$ cat src/rtl/core/k_stacks_shared_store_macros.svh
// Assertion macros for the shared stack store.
// Each macro takes a label, the clock, the active-low reset, a trigger and a consequence.
`ifndef K_STACKS_SHARED_STORE_MACROS_SVH
`define K_STACKS_SHARED_STORE_MACROS_SVH

`ifndef SYNTHESIS

`define KSS_ASSERT_SAME(lbl, clk, rst_n, ante, cons) \
	lbl: assert property (@(posedge clk) disable iff (!rst_n) (ante) |-> (cons)) \
		else $error("shared stack store: same-cycle check failed");

`define KSS_ASSERT_NEXT(lbl, clk, rst_n, ante, cons) \
	lbl: assert property (@(posedge clk) disable iff (!rst_n) (ante) |=> (cons)) \
		else $error("shared stack store: next-cycle check failed");

`else

`define KSS_ASSERT_SAME(lbl, clk, rst_n, ante, cons)

`define KSS_ASSERT_NEXT(lbl, clk, rst_n, ante, cons)

`endif

`endif

$ cat src/rtl/core/kss_pkg.sv
`timescale 1ns / 1ps

package kss_pkg;

	localparam int OUT_W = 32;
	localparam logic [OUT_W-1:0] TOP_EMPTY = '1;

	typedef enum logic {
		OP_PUSH = 1'b0,
		OP_POP  = 1'b1
	} op_e;

	typedef enum logic [1:0] {
		STAT_OK    = 2'd0,
		STAT_OVF   = 2'd1,
		STAT_EMPTY = 2'd2,
		STAT_BAD   = 2'd3
	} status_e;

	typedef enum logic {
		ST_IDLE = 1'b0,
		ST_EXEC = 1'b1
	} state_e;

	typedef struct packed {
		logic             top_valid;
		logic [OUT_W-1:0] top_value;
		logic [OUT_W-1:0] item_value;
		status_e          status;
	} result_t;

endpackage

$ cat src/rtl/core/k_stacks_shared_store.sv
`timescale 1ns / 1ps
// Several LIFO stacks sharing one slot store, linked through a free list.
// Input channel s_*: one push or pop per transaction (s_tuser carries the
// operation and stack number, s_tdata the value to push).
// Output channel m_*: exactly one result transaction per input: status,
// the value pushed or popped, and the addressed stack's top afterwards.
// The accept cycle issues the read of the slot entry (link and value
// underneath); the execute state then modifies and writes it back and
// loads the result register. The slot memory read is registered, so the
// write-back waits for it. s_tready is low while an item sits in the
// execute state, so the next item is taken only after it moves on.
// m_tvalid rises once the execute state hands its result onward.
// A result waits in an output register; while the receiver stalls the
// block still takes one further item and holds it in the execute cycle.
// After reset all stacks are empty and every slot is free; slots never yet
// used are handed out in order by a fill count, so the store needs no
// clearing pass and items are accepted from the first cycle.
module k_stacks_shared_store #(
	parameter int SLOTS      = 16,
	parameter int STACKS     = 4,
	parameter int DATA_WIDTH = 32
) (
	input  logic        clk,
	input  logic        arst_n,
	input  logic        s_tvalid,
	output logic        s_tready,
	input  logic [31:0] s_tdata,  // push_data
	input  logic [3:0]  s_tuser,  // operation, stack_index
	output logic        m_tvalid,
	input  logic        m_tready,
	output logic [63:0] m_tdata,  // item_value, top_value
	output logic [2:0]  m_tuser   // status, top_valid
);

`include "k_stacks_shared_store_macros.svh"

	localparam int AW = $clog2(SLOTS);
	localparam int PW = $clog2(SLOTS + 1);
	localparam int SW = (STACKS > 1) ? $clog2(STACKS) : 1;
	localparam int LW = PW + DATA_WIDTH;
	localparam logic [PW-1:0] NULL_PTR = PW'(SLOTS);

	function automatic logic [kss_pkg::OUT_W-1:0] to_out(input logic [DATA_WIDTH-1:0] v);
		logic [kss_pkg::OUT_W-1:0] r;
		for (int i = 0; i < kss_pkg::OUT_W; i++) begin
			r[i] = v[(i < DATA_WIDTH) ? i : DATA_WIDTH - 1];
		end
		return r;
	endfunction

	kss_pkg::state_e state_q, state_d;

	logic [PW-1:0]         free_head_q, free_head_d;
	logic [PW-1:0]         fresh_q, fresh_d;
	logic [PW-1:0]         top_q [STACKS];
	logic [DATA_WIDTH-1:0] topdata_q [STACKS];

	kss_pkg::op_e          op_s1;
	logic [2:0]            sn_s1;
	logic [DATA_WIDTH-1:0] data_s1;

	logic                  accept;
	logic                  exec_fire;
	logic                  res_ready;
	kss_pkg::op_e          in_op;
	logic [SW-1:0]         in_idx;
	logic [SW-1:0]         sn_idx;
	logic [AW-1:0]         rd_addr;
	logic [LW-1:0]         rd_entry;
	logic [PW-1:0]         rd_link;
	logic [DATA_WIDTH-1:0] rd_below;

	logic                  mem_we;
	logic [AW-1:0]         mem_waddr;
	logic [LW-1:0]         mem_wdata;
	logic                  top_we;
	logic [PW-1:0]         top_wptr;
	logic [DATA_WIDTH-1:0] top_wdata;
	logic                  bad;
	logic [PW-1:0]         cur_top;
	logic [DATA_WIDTH-1:0] cur_data;
	logic                  cur_valid;
	kss_pkg::result_t      res;

	assign in_op    = kss_pkg::op_e'(s_tuser[0]);
	assign in_idx   = s_tuser[SW:1];
	assign sn_idx   = sn_s1[SW-1:0];
	assign s_tready = (state_q == kss_pkg::ST_IDLE);
	assign accept   = s_tvalid && s_tready;
	assign exec_fire = (state_q == kss_pkg::ST_EXEC) && res_ready;

	// read the entry the operation will touch: free head on push, top on pop
	assign rd_addr = (in_op == kss_pkg::OP_PUSH) ? free_head_q[AW-1:0] : top_q[in_idx][AW-1:0];
	assign rd_link  = rd_entry[LW-1:DATA_WIDTH];
	assign rd_below = rd_entry[DATA_WIDTH-1:0];

	kss_ram #(
		.WIDTH(LW),
		.DEPTH(SLOTS)
	) u_slot_ram (
		.clk  (clk),
		.we   (mem_we),
		.waddr(mem_waddr),
		.wdata(mem_wdata),
		.re   (accept),
		.raddr(rd_addr),
		.rdata(rd_entry)
	);

	always_ff @(posedge clk or negedge arst_n) begin
		if (!arst_n) begin
			state_q <= kss_pkg::ST_IDLE;
		end else begin
			state_q <= state_d;
		end
	end

	always_comb begin
		state_d = state_q;
		unique case (state_q)
			kss_pkg::ST_IDLE: if (s_tvalid) state_d = kss_pkg::ST_EXEC;
			kss_pkg::ST_EXEC: if (res_ready) state_d = kss_pkg::ST_IDLE;
			default:          state_d = kss_pkg::ST_IDLE;
		endcase
	end

	always_ff @(posedge clk) begin
		if (accept) begin
			op_s1   <= in_op;
			sn_s1   <= s_tuser[3:1];
			data_s1 <= DATA_WIDTH'(s_tdata);
		end
	end

	always_comb begin
		bad       = {1'b0, sn_s1} >= 4'(STACKS);
		cur_top   = top_q[sn_idx];
		cur_data  = topdata_q[sn_idx];
		cur_valid = cur_top < NULL_PTR;

		free_head_d = free_head_q;
		fresh_d     = fresh_q;
		mem_we      = 1'b0;
		mem_waddr   = free_head_q[AW-1:0];
		mem_wdata   = {cur_top, cur_data};
		top_we      = 1'b0;
		top_wptr    = cur_top;
		top_wdata   = cur_data;

		res.status     = kss_pkg::STAT_OK;
		res.item_value = '0;
		res.top_value  = cur_valid ? to_out(cur_data) : kss_pkg::TOP_EMPTY;
		res.top_valid  = cur_valid;

		priority if (bad) begin
			res.status    = kss_pkg::STAT_BAD;
			res.top_value = '0;
			res.top_valid = 1'b0;
		end else if (op_s1 == kss_pkg::OP_PUSH) begin
			if (free_head_q >= NULL_PTR) begin
				res.status = kss_pkg::STAT_OVF;
			end else begin
				// slots at or beyond the fill count were never used and link in order
				if (free_head_q >= fresh_q) begin
					free_head_d = PW'(free_head_q + PW'(1));
					fresh_d     = PW'(fresh_q + PW'(1));
				end else begin
					free_head_d = rd_link;
				end
				mem_we         = exec_fire;
				mem_waddr      = free_head_q[AW-1:0];
				mem_wdata      = {cur_top, cur_data};
				top_we         = 1'b1;
				top_wptr       = free_head_q;
				top_wdata      = data_s1;
				res.item_value = to_out(data_s1);
				res.top_value  = to_out(data_s1);
				res.top_valid  = 1'b1;
			end
		end else begin
			if (!cur_valid) begin
				res.status = kss_pkg::STAT_EMPTY;
			end else begin
				mem_we         = exec_fire;
				mem_waddr      = cur_top[AW-1:0];
				mem_wdata      = {free_head_q, rd_below};
				free_head_d    = cur_top;
				top_we         = 1'b1;
				top_wptr       = rd_link;
				top_wdata      = rd_below;
				res.item_value = to_out(cur_data);
				res.top_valid  = rd_link < NULL_PTR;
				res.top_value  = (rd_link < NULL_PTR) ? to_out(rd_below) : kss_pkg::TOP_EMPTY;
			end
		end
	end

	always_ff @(posedge clk or negedge arst_n) begin
		if (!arst_n) begin
			free_head_q <= '0;
			fresh_q     <= '0;
			for (int i = 0; i < STACKS; i++) begin
				top_q[i] <= NULL_PTR;
			end
		end else if (exec_fire) begin
			free_head_q <= free_head_d;
			fresh_q     <= fresh_d;
			if (top_we) begin
				top_q[sn_idx] <= top_wptr;
			end
		end
	end

	always_ff @(posedge clk) begin
		if (exec_fire && top_we) begin
			topdata_q[sn_idx] <= top_wdata;
		end
	end

	kss_out u_out (
		.clk     (clk),
		.arst_n  (arst_n),
		.in_valid(state_q == kss_pkg::ST_EXEC),
		.in_ready(res_ready),
		.res     (res),
		.m_tvalid(m_tvalid),
		.m_tready(m_tready),
		.m_tdata (m_tdata),
		.m_tuser (m_tuser)
	);

	`KSS_ASSERT_SAME(a_fresh_range, clk, arst_n, 1'b1, fresh_q <= NULL_PTR)
	`KSS_ASSERT_SAME(a_free_head_known, clk, arst_n, 1'b1,
		(free_head_q == NULL_PTR) || (free_head_q <= fresh_q))
	`KSS_ASSERT_SAME(a_push_leaves_top, clk, arst_n,
		exec_fire && (op_s1 == kss_pkg::OP_PUSH) && (res.status == kss_pkg::STAT_OK),
		res.top_valid)
	`KSS_ASSERT_NEXT(a_fresh_only_on_push, clk, arst_n,
		!(exec_fire && (op_s1 == kss_pkg::OP_PUSH)), $stable(fresh_q))

endmodule

$ cat src/rtl/core/kss_ram.sv
`timescale 1ns / 1ps

module kss_ram #(
	parameter int WIDTH = 8,
	parameter int DEPTH = 16
) (
	input  logic                     clk,
	input  logic                     we,
	input  logic [$clog2(DEPTH)-1:0] waddr,
	input  logic [WIDTH-1:0]         wdata,
	input  logic                     re,
	input  logic [$clog2(DEPTH)-1:0] raddr,
	output logic [WIDTH-1:0]         rdata
);

	logic [WIDTH-1:0] mem [DEPTH];

	always_ff @(posedge clk) begin
		if (we) begin
			mem[waddr] <= wdata;
		end
		if (re) begin
			rdata <= mem[raddr];
		end
	end

endmodule

$ cat src/rtl/core/kss_out.sv
`timescale 1ns / 1ps

module kss_out (
	input  logic             clk,
	input  logic             arst_n,
	input  logic             in_valid,
	output logic             in_ready,
	input  kss_pkg::result_t res,
	output logic             m_tvalid,
	input  logic             m_tready,
	output logic [63:0]      m_tdata,  // item_value, top_value
	output logic [2:0]       m_tuser   // status, top_valid
);

	logic             valid_q;
	kss_pkg::result_t res_q;

	// take a new result when empty or when the held one leaves this cycle
	assign in_ready = !valid_q || m_tready;

	always_ff @(posedge clk or negedge arst_n) begin
		if (!arst_n) begin
			valid_q <= 1'b0;
		end else if (in_ready) begin
			valid_q <= in_valid;
		end
	end

	always_ff @(posedge clk) begin
		if (in_ready && in_valid) begin
			res_q <= res;
		end
	end

	assign m_tvalid = valid_q;
	assign m_tdata  = {res_q.top_value, res_q.item_value};
	assign m_tuser  = {res_q.top_valid, res_q.status};

endmodule

$ cat config.mk
export PLATFORM = sky130hd
export DESIGN_NAME = k_stacks_shared_store
export DESIGN_NICKNAME = d
export VERILOG_FILES = /design/src/rtl/core/kss_pkg.sv /design/src/rtl/core/k_stacks_shared_store.sv /design/src/rtl/core/kss_ram.sv /design/src/rtl/core/kss_out.sv
export VERILOG_INCLUDE_DIRS = /design/src /design/src/rtl/core
export SDC_FILE = /design/constraint.sdc
export NUM_CORES = 1
export LEC_CHECK = 0
export ABC_AREA = 1
export BUFFER_PORTS_ARGS = -buffer_cell sky130_fd_sc_hd__buf_4
export CORE_MARGIN = 3
export CORE_UTILIZATION = 60
export CTS_CLUSTER_DIAMETER = 100
export DETAILED_ROUTE_END_ITERATION = 16
export PLACE_DENSITY = 0.77
export SLEW_MARGIN = 10
export SYNTH_ARGS = -nofsm -noshare
export SYNTH_HDL_FRONTEND = slang
export SYNTH_SLANG_ARGS = --single-unit
$ cat constraint.sdc
create_clock -name clk -period 5.13 [get_ports clk]
set_input_delay 0.2565 -clock clk [delete_from_list [all_inputs] [get_ports clk]]
set_output_delay 0.2565 -clock clk [all_outputs]
set_load 0.02 [all_outputs]
==> impl_metrics.tcl, run 1 <==
set metrics [dict create \
    r2r_cells 10 \
    place.port_buffers 108 \
    worst_pin_slew_ns 1.314 \
    timing.critical_path.required_ns 5.44 \
    path_cells "nor2_2 > inv_2 > o22ai_4 > nor2_8 > nand2_4 > o21ai_1 > inv_1 > nand3_1 > nor2_4 > buf_4" \
    cp_max_fo 53 \
    ys_top_cells_by_area "edfxtp_1, nand3_1, nand2_1" \
    cts_sinks 894 \
    die_h_um 262.4 \
    synth-edff-count 860 \
    drt_iter0_drc 3722 \
    antenna_found_initial 1 \
    area_growth_pct 12.36 \
    cts_buffers 86 \
    seq_area_frac_synth_pct 67.64 \
    drc 0 \
    r2r_end "u_slot_ram.mem[12][1]" \
    grt.overflow.total 0 \
    busiest_layer "met2" \
    ir_worst_vdd_v 0.0003048 \
    firstDrtPassIters 5 \
    ys_types 40 \
    setup_tns_ns 0 \
    root_buffer "clkbuf_16" \
    core_region_area_mm2 0.06470 \
    period_needed_ns 3.837 \
    tritoncts "built" \
    post_route_cells_drive_above_1_share_pct 10.08 \
    synth_ff_type "edfxtp_1" \
    h-tree-depth 3 \
    num_antenna_cells 0 \
    yosysWarningCount 0 \
    cp_slowest_cell "nor2_4" \
    synth_top_cells_by_count "edfxtp_1, nand3_1, nand2_1" \
    final-hold-violation-count 0 \
    die_w_um 262.4 \
    grt.total_usage_pct 28.60 \
    final-setup-viol-count 0 \
    pin_count 109 \
    ys_ff_latch 894 \
    slew_headroom_pct 11.82 \
    layout.nets 3739 \
    drv_cap 0 \
    vias_per_cell 5.978 \
    cellPowerDensity_mw_per_mm2 516.3 \
    grt_max_degree 158 \
    dpl.hpwl_um 54510 \
    routed-via-count 27590 \
    netlist_area_mm2 0.03943 \
    slowest_delay_ns 0.87 \
    synth_fp_nets 3640 \
    clk_path_buf_depth 3 \
    yosysMostFrequentCell "edfxtp_1" \
    rows 93 \
    final.setup_skew_ns 0.01605 \
    met2_usage_pct 44.64 \
    path_clk_slew_ns 0.07 \
    async_flop_share_pct 3.579 \
    drv_slew 0 \
    drt_wl_total_um 100300 \
    power_leakage_nw 17.77 \
    outcome "finished, final reports clean" \
    cts_resized 0 \
    dieArea_mm2 0.06883 \
    r2r_slack_ns 1.29 \
    post_cts_buffers 0 \
    grt_pass1_vias 26430 \
    rr_startpoint "sn_s1[0]" \
    netlist_instances 3592 \
    initial_utilization_pct 60.94 \
    cp.arrival_ns 4.15 \
    worstSkewPairLatency_ns 0.63 \
    routabilityCongestion 0.9372 \
    rsz0062_at_grt "false" \
    grt_pass1_wl_um 152600 \
    hp-class "input pin to asynchronous set/reset pin" \
    wl_per_cell_um 21.72 \
    fin_util_pct 68.48 \
    netlist.area_leader.share_pct 65.50 \
    clock.fmax_mhz 260.6 \
    postRouteAntennaNets 0 \
    syn_area_per_cell_um2 10.98 \
    end_kind "register" \
    fin_crit_sh_pct 74.80 \
    use_met3_pct 4.878 \
    grtUsageMet1_pct 40.16 \
    critPathKind "register to register" \
    synth_top_area_cell "edfxtp_1" \
    worstSetupStartpointType "register" \
]
[power breakdown]
| group | total (mW) | internal (mW) | leakage [nW] | switching [mW] |
|---|---|---|---|---|
| Combinational | 6.39 | 1.71 | 8.14 | 4.68 |
| Sequential | 10.2 | 9.76 | 8.27 | 0.405 |
| Clock | 6.32 | 3.64 | 1.36 | 2.68 |
| Total | 22.9 | 15.1 | 17.8 | 7.77 |
[routing by layer]
layer	share of wire [%]	routed length, um	vias up
met3	12	11860	286
met4	4.0	3997	0
met2	46	46490	1783
met1	38	37940	13050
li1	-	-	12470
met5	0	0	-
[layout by cell type (no fill, tap or decap), types with 39 or more instances in the layout]
cell / Yosys / final
nand2_1: 656 / 654
nor2_1: 70 / 52
clkbuf_16: 0 / 89
dlygate4sd3_1: 0 / 39
nand3_1: 759 / 759
edfxtp_1: 860 / 860
buf_4: 30 / 176
nand3b_1: 111 / 111
o21ai_0: 59 / 58
inv_1: 580 / 578
[critical path: cells and delay by family (launching register included)]
kind / cells / cell delay, ns
compound gates: 2 / 0.39
flops: 1 / 0.44
simple gates: 5 / 2.06
buf+inv: 3 / 0.59
[kinds of logic after synthesis]
family | share of synthesized area, %
flip-flops | 67.64
XOR/XNOR | 0.1555
buffers and inverters | 8.596
multiplexers | 0.02856
AND/OR/NAND/NOR | 19.10
AO/OA/AOI/OAI | 4.227
adder cells (fa/ha/maj) | 0.2539
[final cells by class]
cell class                 instances  area (um^2)
multi-input combinational       1892         9580
timing repair buffer             228         1972
inverter                         589         2213
tap                              855         1070
clock buffer                     109         2302
clock inverter                    49        493.0
fill                            4393        20390
sequential                       894        26670
[how the worst max path moves through the flow]
stage                         startpoint  cells past startpoint                      to  slack [ns]
after global routing            sn_s1[0]                     10   u_slot_ram.mem[12][0]        1.10
after global placement          sn_s1[0]                     10   u_slot_ram.mem[12][0]        1.41
after detailed placement        sn_s1[0]                     10   u_slot_ram.mem[12][0]        1.33
after floorplan           u_out.m_tvalid                      7    u_slot_ram.mem[0][0]        0.62
final                           sn_s1[0]                     10   u_slot_ram.mem[12][1]        1.29
after CTS                       sn_s1[0]                     10  u_slot_ram.mem[12][23]        1.29
[stage by stage]
| stage | setup WS [ns] | power [mW] | hold WS, ns | instance area (um^2) | cells |
|---|---|---|---|---|---|
| global placement | 1.410 | 16.36 | 0.2334 | 41110 | 4419 |
| global route | 1.103 | 23.77 | 0.1922 | 44300 | 4616 |
| finish | 1.293 | 22.88 | 0.1977 | 44300 | 4616 |
| floorplan | 0.6210 | 14.23 | -0.03909 | 39430 | 3592 |
| CTS | 1.286 | 22.79 | 0.1123 | 44290 | 4616 |
| detailed placement | 1.328 | 16.50 | 0.2376 | 41110 | 4419 |
[registers in the layout, summed over array words and instances, names as in the netlist, 3 cells and up, named ones only]
| signal | count |
|---|---|
| top_q | 20 |
| u_slot_ram.mem | 592 |
| fresh_q | 5 |
| sn_s1 | 3 |
| u_slot_ram.rdata | 37 |
| free_head_q | 5 |
| topdata_q | 128 |
| u_out.m_tuser | 3 |
| u_out.m_tdata | 64 |
| data_s1 | 32 |
[repair_timing]
item / 4_1_cts / 5_1_grt
hold endpoints to repair: 72 / 0
hold buffers: 39 / 0
setup endpoints to repair: 0 / 0
Note: power is estimated with default switching activity, not from simulation.
==> run 2, diff against run 1 <==
--- a/config.mk
+++ b/config.mk
@@ -6,13 +6,13 @@
 export SDC_FILE = /design/constraint.sdc
 export NUM_CORES = 1
 export LEC_CHECK = 0
-export ABC_AREA = 1
+export ABC_AREA = 0
 export BUFFER_PORTS_ARGS = -buffer_cell sky130_fd_sc_hd__buf_4
 export CORE_MARGIN = 3
-export CORE_UTILIZATION = 60
+export CORE_UTILIZATION = 56
 export CTS_CLUSTER_DIAMETER = 100
 export DETAILED_ROUTE_END_ITERATION = 16
-export PLACE_DENSITY = 0.77
+export PLACE_DENSITY = 0.76
 export SLEW_MARGIN = 10
 export SYNTH_ARGS = -nofsm -noshare
 export SYNTH_HDL_FRONTEND = slang
==> constraint.sdc (replaced) <==
create_clock -name clk -period 3.1 [get_ports clk]
set_input_delay 0.155 -clock clk [delete_from_list [all_inputs] [get_ports clk]]
set_output_delay 0.155 -clock clk [all_outputs]
set_load 0.02 [all_outputs]
==> run 2 against run 1 <==
Wire length is 16% lower; die area is 3.3% lower; core utilization is 2.4 points lower; total power is 68% higher; sequential cell count stayed put; first-iteration DRC count is 38% lower; highest routed layer unchanged; setup slack worse by 1.0 ns; clock skew is 0.011 ns higher; synthesized area is 9.8% lower; non-clock buffer count is 1 higher; largest cell class unchanged.
==> impl_metrics.tcl, run 2 <==
set metrics [dict create \
    core_region_area_mm2 0.06228 \
    instances_no_fill 2969 \
    vias_per_cell 6.604 \
    worst_slack_ns 0.2698 \
    synth-edff-count 860 \
    firstDrtPassIters 6 \
    root_buffer "clkbuf_16" \
    synth_top_cells_by_count "edfxtp_1, mux4_2, a21oi_1" \
    num_antenna_cells 0 \
    grt.total_usage_pct 25.63 \
    fin_util_pct 66.11 \
    end_kind "register" \
    drc 0 \
    grt_pass1_vias 20130 \
    drt_iter0_drc 2292 \
    grt_pass1_wl_um 127500 \
    ys_ff_latch 894 \
    yosysMostFrequentCell "edfxtp_1" \
    power_leakage_nw 13.62 \
    drv_slew 0 \
    area_growth_pct 15.79 \
    timing.critical_path.required_ns 3.40 \
    period_needed_ns 2.830 \
    h-tree-depth 3 \
    cts_buffers 88 \
    layout_commonest_cell "edfxtp_1" \
    slew_headroom_pct 22.43 \
    worstSkewPairLatency_ns 0.64 \
    yosysWarningCount 0 \
    routed-via-count 19610 \
    async_flop_share_pct 3.579 \
    synth_fp_nets 1911 \
    cellPowerDensity_mw_per_mm2 935.7 \
    drt_wl_total_um 84270 \
    worst_pin_slew_ns 1.164 \
    die_h_um 258.0 \
    postRouteAntennaNets 0 \
    worstSetupStartpointType "register" \
    cp_max_fo 14 \
    final-hold-violation-count 0 \
    cts_sinks 894 \
    netlist_area_mm2 0.03556 \
    rsz0062_at_grt "false" \
    initial_utilization_pct 57.09 \
    dieArea_mm2 0.06656 \
    dpl.hpwl_um 48360 \
    synth_top_area_cell "edfxtp_1" \
    final.setup_skew_ns 0.02684 \
    netlist_instances 1863 \
    layout.nets 2116 \
    dp_slack_ns 0.3031 \
    netlist.area_leader.share_pct 72.63 \
    routabilityCongestion 0.8064 \
    grt_max_degree 76 \
    cts_resized 0 \
    critPathKind "register to register" \
    drv_cap 0 \
    largest_reg_flops 592 \
    pin_count 109 \
    die_w_um 258.0 \
    grt.overflow.total 0 \
    syn_area_per_cell_um2 19.09 \
    path_clk_slew_ns 0.06 \
    ys_types 48 \
    tritoncts "built" \
    final-setup-viol-count 0 \
    ctsHoldBuffers 39 \
    outcome "finished, final reports clean" \
    clk_path_buf_depth 3 \
    ys_top_cells_by_area "edfxtp_1, mux4_2, mux2_2" \
    nFillCells 3908 \
    ir_worst_vdd_v 0.0004865 \
    rows 91 \
    place.port_buffers 108 \
    post_cts_buffers 0 \
    final_cell_mix "edfxtp_1, buf_4, mux4_2" \
    wl_per_cell_um 28.38 \
    hp-class "input pin to asynchronous set/reset pin" \
    synth_ff_type "edfxtp_1" \
    top_register "u_slot_ram.mem" \
    antenna_found_initial 0 \
    dp.cells 2776 \
    fin_crit_sh_pct 91.30 \
    clock.fmax_mhz 353.3 \
    cp.arrival_ns 3.13 \
    seq_area_frac_synth_pct 75.01 \
    post_route_cells_drive_above_1_share_pct 27.25 \
]
[run 2: cell count changes in the layout (fill, tap and decap cells not counted), sizes merged, moves of 37 or more]
cell    change
mux2       +83
o21ai      -82
inv       -573
nand3b    -107
nand2     -570
nor2       -46
mux2i      +77
mux4      +152
nand3     -753
a21oi     +113
a221oi     +37
[run 2: final cells by class]
class,instances,area [um^2],share of cell area [%]
Timing Repair Buffer,229,2242,5.446
Sequential cell,894,26670,64.78
Tap cell,837,1047,2.544
Multi-Input combinational cell,844,8513,20.68
Clock inverter,36,300.3,0.7294
Clock buffer,118,2355,5.719
Inverter,11,41.29,0.1003
[run 2: stage by stage]
stage	TNS (ns)	hold slack [ns]	total power, mW	cell area, um^2
2_1_floorplan	-324.89	-0.1406	24.48	35600
3_3_place_gp	0	0.1180	28.25	38130
3_5_place_dp	0	0.1264	28.65	38130
4_1_cts	0	0.005121	38.63	41170
5_1_grt	0	0.05162	40.12	41170
6_report	0	0.03709	38.53	41170
[run 2: logic make-up after synthesis]
family | share of synthesized area [%]
flops | 75.01
compound gates | 6.316
mux | 14.46
simple gates | 2.125
buf+inv | 1.668
fa+ha+maj | 0.2815
xor+xnor | 0.1478
[run 2: worst max-delay path, cell delays in order, from the launching register on]
cell and delay (ns):
edfxtp_1 0.38, mux4_2 0.64, nor3_4 0.26, buf_4 0.21, nand3b_1 0.09, o21ai_0 0.10, nand2_1 0.30, nor2_4 0.22
buf_4 0.29
[run 2: routing by layer]
layer / vias up / wire length [um] / global-route usage, %
li1: 8094 / - / -
met1: 10130 / 33130 / 36.46
met2: 1209 / 40580 / 40.71
met3: 176 / 8202 / 4.648
met4: 0 / 2349 / 8.847
met5: - / 0 / 0
[run 2: power by group]
group	leakage, nW	total, mW	switching [mW]	internal, mW
logic	4.10	11.4	7.12	4.32
registers	8.24	17.1	0.782	16.3
clock network	1.28	9.97	4.38	5.59
[run 2: path summary, 6_finish.rpt]
path | start | endpoint | slack, ns | depth (start not counted)
min reg2reg | fresh_q[4] | fresh_q[4] | 0.48 | 1
max | sn_s1[0] | u_slot_ram.mem[7][33] | 0.27 | 8
max in group asynchronous | arst_n | top_q[19] | 2.72 | 2
max reg2reg | sn_s1[0] | u_slot_ram.mem[7][33] | 0.27 | 8
min in group clk | s_tdata[15] | data_s1[15] | 0.24 | 2
min | arst_n | u_out.m_tvalid | 0.04 | 2
